`config.mk`:
```
export PLATFORM = sky130hd
export DESIGN_NAME = biased_field_bit_packer
export DESIGN_NICKNAME = d
export VERILOG_FILES = /design/src/sv/bfbp_pkg.sv /design/src/sv/biased_field_bit_packer.sv /design/src/sv/bfbp_front.sv /design/src/sv/bfbp_queue.sv /design/src/sv/bfbp_back.sv
export VERILOG_INCLUDE_DIRS = /design/src /design/src/sv
export SDC_FILE = /design/constraint.sdc
export NUM_CORES = 1
export LEC_CHECK = 0
export ABC_CLOCK_PERIOD_IN_PS = 5500
export BUFFER_PORTS_ARGS = -buffer_cell sky130_fd_sc_hd__buf_2
export CORE_MARGIN = 1.5
export CORE_UTILIZATION = 55
export DETAILED_ROUTE_END_ITERATION = 8
export HOLD_SLACK_MARGIN = 0.06
export MAX_ROUTING_LAYER = met4
export PLACE_DENSITY_LB_ADDON = 0.12
export SYNTH_ARGS = -nofsm -noshare
export SYNTH_HDL_FRONTEND = slang
export SYNTH_SLANG_ARGS = --single-unit
```
`constraint.sdc`:
```
create_clock -name clock -period 5.5 [get_ports clock]
set_input_delay 0.275 -clock clock [delete_from_list [all_inputs] [get_ports clock]]
set_output_delay 0.275 -clock clock [all_outputs]
set_load 0.1 [all_outputs]
```
`src/sv/biased_field_bit_packer_assert.svh`:
```
// assertion macros for the biased field bit packer
// used by the top level only, no other dependencies
`ifndef BIASED_FIELD_BIT_PACKER_ASSERT_SVH
`define BIASED_FIELD_BIT_PACKER_ASSERT_SVH
`ifndef SYNTHESIS
`define BFBP_ASSERT_ALWAYS(lbl, expr) \
   lbl: assert property (@(posedge clock) disable iff (reset) (expr)) \
      else $error("bfbp assertion failed");
`define BFBP_ASSERT_NEXT(lbl, ante, cons) \
   lbl: assert property (@(posedge clock) disable iff (reset) (ante) |=> (cons)) \
      else $error("bfbp assertion failed");
`else
`define BFBP_ASSERT_ALWAYS(lbl, expr)
`define BFBP_ASSERT_NEXT(lbl, ante, cons)
`endif
`endif

```
`src/sv/bfbp_pkg.sv`:
```
// shared types and constants of the biased field bit packer
// no dependencies
package bfbp_pkg;

   localparam int BYTE_BITS  = 8;
   localparam int WID_W      = 7;
   localparam int SUM_W      = 33;
   localparam int FULL_W     = 64;
   localparam int QDEPTH     = 2;
   localparam int QCOUNT_W   = 2;

   typedef struct packed {
      logic [WID_W-1:0] wid;
      logic             flush;
   } item_ctrl_type;

   typedef struct packed {
      logic load;
      logic emit;
      logic emit_last;
      logic busy;
      logic flushing;
      logic leftover_empty;
   } back_status_type;

endpackage

```
`src/sv/biased_field_bit_packer.sv`:
```
// biased field bit packer, top level
// depends on bfbp_pkg, bfbp_front, bfbp_queue, bfbp_back
//
// req channel: one field per item (value, bias, width, end_marker,
// end_of_block). value + bias is formed exactly, sign extended and its low
// width bits (saturated to MAX_FIELD_WIDTH) are packed lsb first; an end
// marker packs all ones. end_of_block flushes the part byte zero padded and
// sets rsp_last on the final byte of that item.
// rsp channel: the packed bytes, with rsp_last.
// Each item passes through the two entry queue, is merged into the leftover
// bits by the back end and leaves byte by byte through the output byte
// register. The back end loads an item, then sends its full bytes; on
// end_of_block it ends with a flush step for the part byte, taken even when
// no bit is left, unless the last full byte closes the block.
// One byte at a time leaves through the single output byte register.
// Reset clears the leftover bits, the queue and the output valid flag.
// While rsp_stall is high and a byte is held, that byte is kept, the back end
// sends no new byte and the queue fills; req_stall rises when the queue is full.
`include "biased_field_bit_packer_assert.svh"
module biased_field_bit_packer import bfbp_pkg::*; #(
   parameter int MAX_FIELD_WIDTH = 64
) (
   input  logic                 clock,
   input  logic                 reset,
   input  logic                 req_valid,
   output logic                 req_stall,
   input  logic signed [31:0]   req_value,
   input  logic signed [31:0]   req_bias,
   input  logic [WID_W-1:0]     req_width,
   input  logic                 req_end_marker,
   input  logic                 req_end_of_block,
   output logic                 rsp_valid,
   input  logic                 rsp_stall,
   output logic [BYTE_BITS-1:0] rsp_out_byte,
   output logic                 rsp_last
);

   logic [MAX_FIELD_WIDTH-1:0] item_data, pop_data;
   item_ctrl_type              item_ctrl, pop_ctrl;
   logic                       q_full, q_valid, q_pop;
   logic [QCOUNT_W-1:0]        q_count;
   back_status_type            status;

   bfbp_front #(.MAX_FIELD_WIDTH(MAX_FIELD_WIDTH)) u_front (
      .req_value        (req_value),
      .req_bias         (req_bias),
      .req_width        (req_width),
      .req_end_marker   (req_end_marker),
      .req_end_of_block (req_end_of_block),
      .item_data        (item_data),
      .item_ctrl        (item_ctrl)
   );

   bfbp_queue #(.MAX_FIELD_WIDTH(MAX_FIELD_WIDTH)) u_queue (
      .clock     (clock),
      .reset     (reset),
      .push      (req_valid),
      .push_data (item_data),
      .push_ctrl (item_ctrl),
      .full      (q_full),
      .pop_valid (q_valid),
      .pop_data  (pop_data),
      .pop_ctrl  (pop_ctrl),
      .pop       (q_pop),
      .count     (q_count)
   );

   bfbp_back #(.MAX_FIELD_WIDTH(MAX_FIELD_WIDTH)) u_back (
      .clock        (clock),
      .reset        (reset),
      .q_valid      (q_valid),
      .q_data       (pop_data),
      .q_ctrl       (pop_ctrl),
      .q_pop        (q_pop),
      .rsp_valid    (rsp_valid),
      .rsp_stall    (rsp_stall),
      .rsp_out_byte (rsp_out_byte),
      .rsp_last     (rsp_last),
      .status       (status)
   );

   assign req_stall = q_full;

   `BFBP_ASSERT_ALWAYS(a_queue_bound, q_count <= QCOUNT_W'(QDEPTH))
   `BFBP_ASSERT_ALWAYS(a_load_or_emit, !(status.load && status.emit))
   `BFBP_ASSERT_NEXT(a_last_clears, status.emit_last, status.leftover_empty && !status.flushing)
   `BFBP_ASSERT_NEXT(a_last_shown, status.emit_last, rsp_valid && rsp_last)

endmodule

```
`src/sv/bfbp_front.sv`:
```
// front end: forms the biased field, saturates and masks the width
// depends on bfbp_pkg
module bfbp_front import bfbp_pkg::*; #(
   parameter int MAX_FIELD_WIDTH = 64
) (
   input  logic signed [31:0]          req_value,
   input  logic signed [31:0]          req_bias,
   input  logic [WID_W-1:0]            req_width,
   input  logic                        req_end_marker,
   input  logic                        req_end_of_block,
   output logic [MAX_FIELD_WIDTH-1:0]  item_data,
   output item_ctrl_type               item_ctrl
);

   localparam logic [WID_W-1:0] MAX_WID = WID_W'(MAX_FIELD_WIDTH);

   logic [SUM_W-1:0]           sum;
   logic [FULL_W-1:0]          full;
   logic [WID_W-1:0]           wid_sat;
   logic [MAX_FIELD_WIDTH-1:0] mask;
   logic [MAX_FIELD_WIDTH-1:0] field;

   always_comb begin
      sum     = {req_value[31], req_value} + {req_bias[31], req_bias};
      full    = {{(FULL_W-SUM_W){sum[SUM_W-1]}}, sum};
      wid_sat = (req_width > MAX_WID) ? MAX_WID : req_width;
      if (wid_sat >= MAX_WID) begin
         mask = '1;
      end else begin
         mask = (MAX_FIELD_WIDTH'(1) << wid_sat) - MAX_FIELD_WIDTH'(1);
      end
      field = req_end_marker ? '1 : full[MAX_FIELD_WIDTH-1:0];
      item_data       = field & mask;
      item_ctrl.wid   = wid_sat;
      item_ctrl.flush = req_end_of_block;
   end

endmodule

```
`src/sv/bfbp_queue.sv`:
```
// two entry item queue between front and back
// depends on bfbp_pkg
module bfbp_queue import bfbp_pkg::*; #(
   parameter int MAX_FIELD_WIDTH = 64
) (
   input  logic                        clock,
   input  logic                        reset,
   input  logic                        push,
   input  logic [MAX_FIELD_WIDTH-1:0]  push_data,
   input  item_ctrl_type               push_ctrl,
   output logic                        full,
   output logic                        pop_valid,
   output logic [MAX_FIELD_WIDTH-1:0]  pop_data,
   output item_ctrl_type               pop_ctrl,
   input  logic                        pop,
   output logic [QCOUNT_W-1:0]         count
);

   logic [MAX_FIELD_WIDTH-1:0] data_ff [QDEPTH];
   item_ctrl_type              ctrl_ff [QDEPTH];
   logic                       wr_ptr_ff, wr_ptr_in;
   logic                       rd_ptr_ff, rd_ptr_in;
   logic [QCOUNT_W-1:0]        count_ff, count_in;
   logic                       do_push, do_pop;

   always_comb begin
      full      = (count_ff == QCOUNT_W'(QDEPTH));
      pop_valid = (count_ff != '0);
      pop_data  = data_ff[rd_ptr_ff];
      pop_ctrl  = ctrl_ff[rd_ptr_ff];
      count     = count_ff;
      do_push   = push && !full;
      do_pop    = pop && pop_valid;
      wr_ptr_in = do_push ? ~wr_ptr_ff : wr_ptr_ff;
      rd_ptr_in = do_pop ? ~rd_ptr_ff : rd_ptr_ff;
      count_in  = count_ff;
      if (do_push && !do_pop) begin
         count_in = count_ff + QCOUNT_W'(1);
      end else if (do_pop && !do_push) begin
         count_in = count_ff - QCOUNT_W'(1);
      end
   end

   always_ff @(posedge clock) begin
      if (reset) begin
         wr_ptr_ff <= 1'b0;
         rd_ptr_ff <= 1'b0;
         count_ff  <= '0;
      end else begin
         wr_ptr_ff <= wr_ptr_in;
         rd_ptr_ff <= rd_ptr_in;
         count_ff  <= count_in;
      end
   end

   always_ff @(posedge clock) begin
      if (do_push) begin
         data_ff[wr_ptr_ff] <= push_data;
         ctrl_ff[wr_ptr_ff] <= push_ctrl;
      end
   end

endmodule

```
`src/sv/bfbp_back.sv`:
```
// back end: merges fields with the leftover bits and sends one byte a cycle
// while the held byte is not stalled; depends on bfbp_pkg
module bfbp_back import bfbp_pkg::*; #(
   parameter int MAX_FIELD_WIDTH = 64
) (
   input  logic                        clock,
   input  logic                        reset,
   input  logic                        q_valid,
   input  logic [MAX_FIELD_WIDTH-1:0]  q_data,
   input  item_ctrl_type               q_ctrl,
   output logic                        q_pop,
   output logic                        rsp_valid,
   input  logic                        rsp_stall,
   output logic [BYTE_BITS-1:0]        rsp_out_byte,
   output logic                        rsp_last,
   output back_status_type             status
);

   localparam int AW = MAX_FIELD_WIDTH + BYTE_BITS - 1;
   localparam int CW = $clog2(MAX_FIELD_WIDTH + BYTE_BITS);
   localparam logic [CW-1:0] BYTE_CNT = CW'(BYTE_BITS);

   logic [AW-1:0]        acc_ff, acc_in;
   logic [CW-1:0]        cnt_ff, cnt_in;
   logic                 fl_ff, fl_in;
   logic                 valid_ff, valid_in;
   logic [BYTE_BITS-1:0] byte_ff, byte_in;
   logic                 last_ff, last_in;
   logic                 out_free, has_byte, busy, load, emit, emit_last;

   always_comb begin
      out_free  = !valid_ff || !rsp_stall;
      has_byte  = (cnt_ff >= BYTE_CNT);
      busy      = has_byte || fl_ff;
      load      = !busy && q_valid;
      acc_in    = acc_ff;
      cnt_in    = cnt_ff;
      fl_in     = fl_ff;
      emit      = 1'b0;
      emit_last = 1'b0;
      byte_in   = byte_ff;
      last_in   = last_ff;
      if (load) begin
         acc_in = acc_ff | (AW'(q_data) << cnt_ff[2:0]);
         cnt_in = cnt_ff + CW'(q_ctrl.wid);
         fl_in  = q_ctrl.flush;
      end else if (busy && out_free) begin
         if (has_byte) begin
            emit      = 1'b1;
            emit_last = fl_ff && (cnt_ff == BYTE_CNT);
            acc_in    = acc_ff >> BYTE_BITS;
            cnt_in    = cnt_ff - BYTE_CNT;
            if (emit_last) begin
               fl_in = 1'b0;
            end
         end else begin
            // flush of a part byte, upper bits already zero
            emit      = (cnt_ff != '0);
            emit_last = emit;
            acc_in    = '0;
            cnt_in    = '0;
            fl_in     = 1'b0;
         end
      end
      if (emit) begin
         byte_in = acc_ff[BYTE_BITS-1:0];
         last_in = emit_last;
      end
      valid_in = out_free ? emit : valid_ff;

      q_pop        = load;
      rsp_valid    = valid_ff;
      rsp_out_byte = byte_ff;
      rsp_last     = last_ff;

      status.load           = load;
      status.emit           = emit;
      status.emit_last      = emit_last;
      status.busy           = busy;
      status.flushing       = fl_ff;
      status.leftover_empty = (cnt_ff == '0);
   end

   always_ff @(posedge clock) begin
      if (reset) begin
         acc_ff   <= '0;
         cnt_ff   <= '0;
         fl_ff    <= 1'b0;
         valid_ff <= 1'b0;
      end else begin
         acc_ff   <= acc_in;
         cnt_ff   <= cnt_in;
         fl_ff    <= fl_in;
         valid_ff <= valid_in;
      end
   end

   always_ff @(posedge clock) begin
      byte_ff <= byte_in;
      last_ff <= last_in;
   end

endmodule
```
======== After elaboration in Yosys (flattened, before gate mapping) ========
Memory sizes are Yosys's and may differ from the RTL's. A register that Yosys moved wholly into a read port is not among the register bits.
Cells that the tools add are included.
word-level totals
  bits in registers ....................... 93
  bits in writable memories ............... 144
  output and inout bits ................... 11
  memories kept ........................... 2
operators by class
  add/subtract/negate cells ............... 6
  order comparisons ....................... 3
  equality and inequality tests ........... 3
  shift operators ......................... 2
  multiplexer cells ....................... 25
  bitwise gates (word level) .............. 5
  reductions and logical operators ........ 21
memories
  memory           words  width  rd ports  clocked after Yosys merged registers in  wr ports  line              RTL
  u_queue.data_ff  2      64     1         1                                        1         bfbp_queue.sv:19  logic [MAX_FIELD_WIDTH-1:0] data_ff [QDEPTH];
  u_queue.ctrl_ff  2      8      1         1                                        1         bfbp_queue.sv:20  item_ctrl_type ctrl_ff [QDEPTH];
operator list
  kind                                                                    count
  71-bit two-way mux                                                      2
  64-bit two-way mux                                                      2
  71-bit OR                                                               1
  64-bit by 3-bit << shifter with 71-bit output                           1
  64-bit bitwise AND                                                      1
  1-bit by 7-bit << shifter with 64-bit output (first input constant)     1
  64-bit by 2-bit subtractor with 64-bit output (second input constant)   1
  63-bit two-way mux                                                      1
  32-bit by 32-bit adder with 33-bit output                               1
  7-bit two-way mux                                                       4
  1-bit two-way mux                                                       14
  7-bit adder                                                             1
  7-bit by 4-bit == test with 1-bit output (second input constant)        1
  7-bit by 4-bit >= comparator with 1-bit output (second input constant)  1
  7-bit >= comparator (second input constant)                             1
  7-bit > comparator (second input constant)                              1
  1-bit logical AND                                                       7
  7-bit nonzero test                                                      1
  7-bit by 4-bit subtractor with 7-bit output (second input constant)     1
  1-bit logical NOT                                                       6
  2-bit nonzero test                                                      3
  2-bit two-way mux                                                       2
  3-bit inequality test (second input constant)                           1
  1-bit inverter                                                          3
  other kinds (6)                                                         7

======== Depth between registers and ports, before layout ========
  depth in word-level cells ............... 8
  gate-level depth with buffers ........... 16
  depth with buffers taken out ............ 12

======== Hierarchy ========
Synthesis repeated with hierarchy kept, for this count alone.
unflattened totals
  cells, all modules ...................... 1454
  area, all modules ....................... 15342.2 µm²
by module, submodules not included
  module      instances  cells each  area an instance (µm²)
  bfbp_back   1          669         6541.3
  bfbp_queue  1          249         5405.2
  bfbp_front  1          536         3395.8

======== Worst setup path after synthesis ========
Ideal clock, no wire load.
  kind .................................... register -> register
  start ................................... register u_queue.count_ff[0], in the netlist u_queue.count[0]
  end ..................................... memory u_queue.ctrl_ff[0][0] in the netlist's numbering (enable)
  setup time .............................. 0.502 ns
  arrival ................................. 3.619 ns
  data required time ...................... 4.998 ns
  path slack .............................. 1.379 ns
  cell stages (with the launch flop) ...... 4
  path buffers ............................ 0
  cell sequence ........................... dfxtp_1 > nand2b_1 > nand2_1 > nor2_1
on the way
  cells in the longest elaborated chain, start to end .. 5
ends and longest elaborated chain
  what                                     line              RTL
  from (decl)                              bfbp_queue.sv:23  logic [QCOUNT_W-1:0] count_ff, count_in;
  from (signal assigned)                   bfbp_queue.sv:52  count_ff <= count_in;
  2-bit == test                            bfbp_queue.sv:27  full = (count_ff == QCOUNT_W'(QDEPTH));
  1-bit logical NOT                        bfbp_queue.sv:32  do_push = push && !full;
  1-bit logical AND                        bfbp_queue.sv:32
  1-bit two-way mux                        bfbp_queue.sv:57  if (do_push) begin
  1-bit two-way mux (not written as such)  bfbp_queue.sv:59  ctrl_ff[wr_ptr_ff] <= push_ctrl;
  to (decl)                                bfbp_queue.sv:20
No other way between the ends.

======== Worst setup path after layout ========
  start ................................... input port req_width[6]
  end ..................................... memory u_queue.data_ff[0][48], data pin
on the way
  cells in the longest elaborated chain, start to end .. 6
  elaborated cells between the ends (all ways) .. 7
  those cells by class .................... 1 x add/sub; 2 x order compare; 1 x shift; 2 x mux; 1 x bitwise
ends and longest elaborated chain
  what                                           line                           RTL
  from (decl)                                    biased_field_bit_packer.sv:29  input logic [WID_W-1:0] req_width,
  7-bit > comparator                             bfbp_front.sv:26               wid_sat = (req_width > MAX_WID) ? MAX_WID : req_width;
  7-bit two-way mux *                            bfbp_front.sv:26
  1-bit by 7-bit << shifter with 64-bit output   bfbp_front.sv:30               mask = (MAX_FIELD_WIDTH'(1) << wid_sat) - MAX_FIELD_WIDTH'(1);
  64-bit by 2-bit subtractor with 64-bit output  bfbp_front.sv:30
  64-bit two-way mux *                           bfbp_front.sv:27               if (wid_sat >= MAX_WID) begin
  64-bit bitwise AND *                           bfbp_front.sv:33               item_data = field & mask;
  named net item_data[48]                        biased_field_bit_packer.sv:38  logic [MAX_FIELD_WIDTH-1:0] item_data, pop_data;
  to (decl)                                      bfbp_queue.sv:19
The timed path passes the listed nets; every way through them passes the cells marked *.

==> reports/results.ini <==
[outcome]
status=finished clean

[yosys]
synth_area_mm2=0.01471
synth_edf_count=153
syn_inst=1540
synth_fp_nets=1660
synth_area_per_cell_um2=9.554
ys_ff_latch=238
yosys_warnings=0
yosysSeqAreaShare=0.4279
synth_async_sr_flop_share=0
ys.flop_type=edfxtp_1
ys_types=81

[sta]
fin_crit_sh=0.6267
fin_tns_setup_ns=0
slew_violations=0
max_clock_freq_ghz=0.2901
setup_viol=0
rsz0062_at_grt=false
finalHoldViolations=0
maxSlewHeadroom=0.2529
clock_skew_ns=0.008465
layout_min_cycle_time_ns=3.447
tightest_slew_ns=1.110

[floorplan]
rows=59
dieHeight_um=166.6
initial_utilization=0.5630
die_area_mm2=0.02774
core_area_mm2=0.02613
io-pin-count=88
die_w_um=166.6

[worst_setup_path]
reg2reg_depth=10
cp.required_ns=5.77
max_stage_delay_ns=0.58
rrSetupSlack_ns=2.07
path_depth=12
path_max_fanout=34
crit_slowest_cell=or3b_1
path_cells=buf_2 > nor4_1 > o21ai_0 > ha_1 > o41ai_4 > nor2_4 > o311ai_4 > or3b_1 > a211oi_4 > o21ai_2 > xor2_1 > o21a_1
end_kind=flop
start_kind=input pin
path_delay_family=compound AO/OA/AOI/OAI gates
timing.critical_path.buf_inv=1
crit_arrival_ns=3.72
path_class=in2reg

[placed_design]
gp_congestion=0.9675
place.port_buffers=87
hpwl_um=29050
place_area_mm2=0.01523

[grt]
grt_max_degree=86
track_usage=0.2992
grt-ovfl-total=0
grt_pass1_vias=11626
grt_pass1_wl_um=63920
antenna_found_initial=0

[pwr]
static-leakage-power_nw=5.756
power_density_mw_per_mm2=495.2
irDropWorstVdd_v=0.0004963

[route]
firstDrtPassIters=7
vias_per_cell=6.397
drt_wl_total_um=40260
drc_errors=0
routedWlPerCell_um=21.08
ant_nets=0
drt_iter0_drc=1118
num_vias=12218

[final_layout]
seq_area_mm2=0.006304
area_growth_pct=9.355
stdcell_area_mm2=0.01609
fillers=2235
layout-drive-gt1-share=0.1581
multi_input_area_mm2=0.007869
finalNetCount=1676
num_antenna_cells=0

[cts]
postCtsHoldBufs=1
cts_resized=0
post_cts_buffers=0
htreeDepth=1
clk_path_buf_depth=3
worst_skew_pair.late_latency_ns=0.53
clk_pin_slew_ns=0.06
cts_buffers=26
cts_tree=yes
cts_root_buf=clkbuf_16
clkSinkCount=238

[hold_path]
hold_path_depth=4
hold_path.class=in2reg

[run]
drv_cap=0

## registers in the layout, summed over array words and instances, names as in the netlist, named ones only
signal / count
u_back.cnt_ff: 7
u_queue.ctrl_ff: 16
u_queue.wr_ptr_ff: 1
u_back.rsp_valid: 1
u_back.rsp_out_byte: 8
u_queue.rd_ptr_ff: 1
u_back.acc_ff: 71
u_back.rsp_last: 1
u_back.fl_ff: 1
u_queue.data_ff: 128
u_queue.count: 2
## path summary, 6_finish.rpt
kind	start	endpoint
max reg2reg	u_back.cnt_ff[2]	u_back.cnt_ff[5]
min reg2reg	u_back.acc_ff[4]	u_back.rsp_out_byte[4]
max	req_width[6]	u_queue.data_ff[0][48]
min	req_valid	u_queue.wr_ptr_ff
## routing by layer
layer,part of all wire,vias to the layer above,wire length [um],track usage
met1,0.44,5912,17530,0.3971
li1,-,5813,-,-
met5,0,-,0,-
met2,0.47,421,18850,0.4717
met3,0.056,72,2269,0.03018
met4,0.040,0,1612,0.1265
## report_power, final
group / leakage [nW] / internal, mW / switching [mW]
clock: 0.411 / 1.03 / 0.709
combinational: 3.24 / 1.20 / 2.29
sequential: 2.11 / 2.47 / 0.266
total: 5.76 / 4.70 / 3.27
## cells in the mapped netlist (13+ instances only)
master	number	area [um2]
o211ai_1	14	105.1
and3_1	50	312.8
buf_2	14	70.07
xor2_1	27	236.5
ha_1	41	513.0
a21o_1	19	142.6
a31oi_1	117	732.0
inv_1	18	67.56
nor2_1	84	315.3
xnor2_1	23	201.4
nor3_1	30	150.1
nor2b_1	13	81.33
o21ai_0	40	200.2
nand3_1	85	425.4
mux2i_1	18	180.2
clkbuf_1	87	326.6
mux4_2	57	1284
edfxtp_1	153	4594
dfxtp_1	85	1702
a21oi_1	88	440.4
nand2_1	287	1077
## worst min-delay path, cell delays in order
cell     delay [ns]
buf_2          0.08
nand2_1        0.14
xor2_1         0.17
nor2_1         0.05
## final cells by class
type	instances	share of cell area
Clock buffer	29	0.04246
Clock inverter	18	0.01034
Inverter	24	0.005599
Multi-Input combinational cell	1163	0.4891
Sequential cell	238	0.3918
Tap cell	335	0.02605
Timing Repair Buffer	103	0.03468
## cell usage in the layout, fill, tap and decap left out, drive strengths merged, types with 41 or more instances in the layout
cell	n
a21oi	89
a31oi	118
and3	50
buf	102
dfxtp	85
edfxtp	153
ha	41
mux4	57
nand2	288
nand3	85
nor2	87
o21ai	44
## logic make-up after synthesis
group	after synthesis	synth area share
and+or+nand+nor	610	0.1893
xor gates and xnor gates	50	0.02976
muxes	87	0.1087
adders and majority gates	43	0.03759
AOI/OAI and AO/OA	373	0.1678
DFF	238	0.4279
buffers and inverters	139	0.03895
## stage by stage
step                cells  power [mW]  hold slack, ns  setup WS, ns  utilization
global placement     1862       6.170          0.4104         1.584       0.5828
finish               1910       7.967          0.2448         2.053       0.6157
CTS                  1910       7.962          0.2266         2.051       0.6157
global route         1910       8.444          0.2473         1.800       0.6157
floorplan            1540       5.365          0.3739         1.379            -
detailed placement   1862       6.224          0.4154         1.566       0.5828
(Power assumes the default switching activity.)
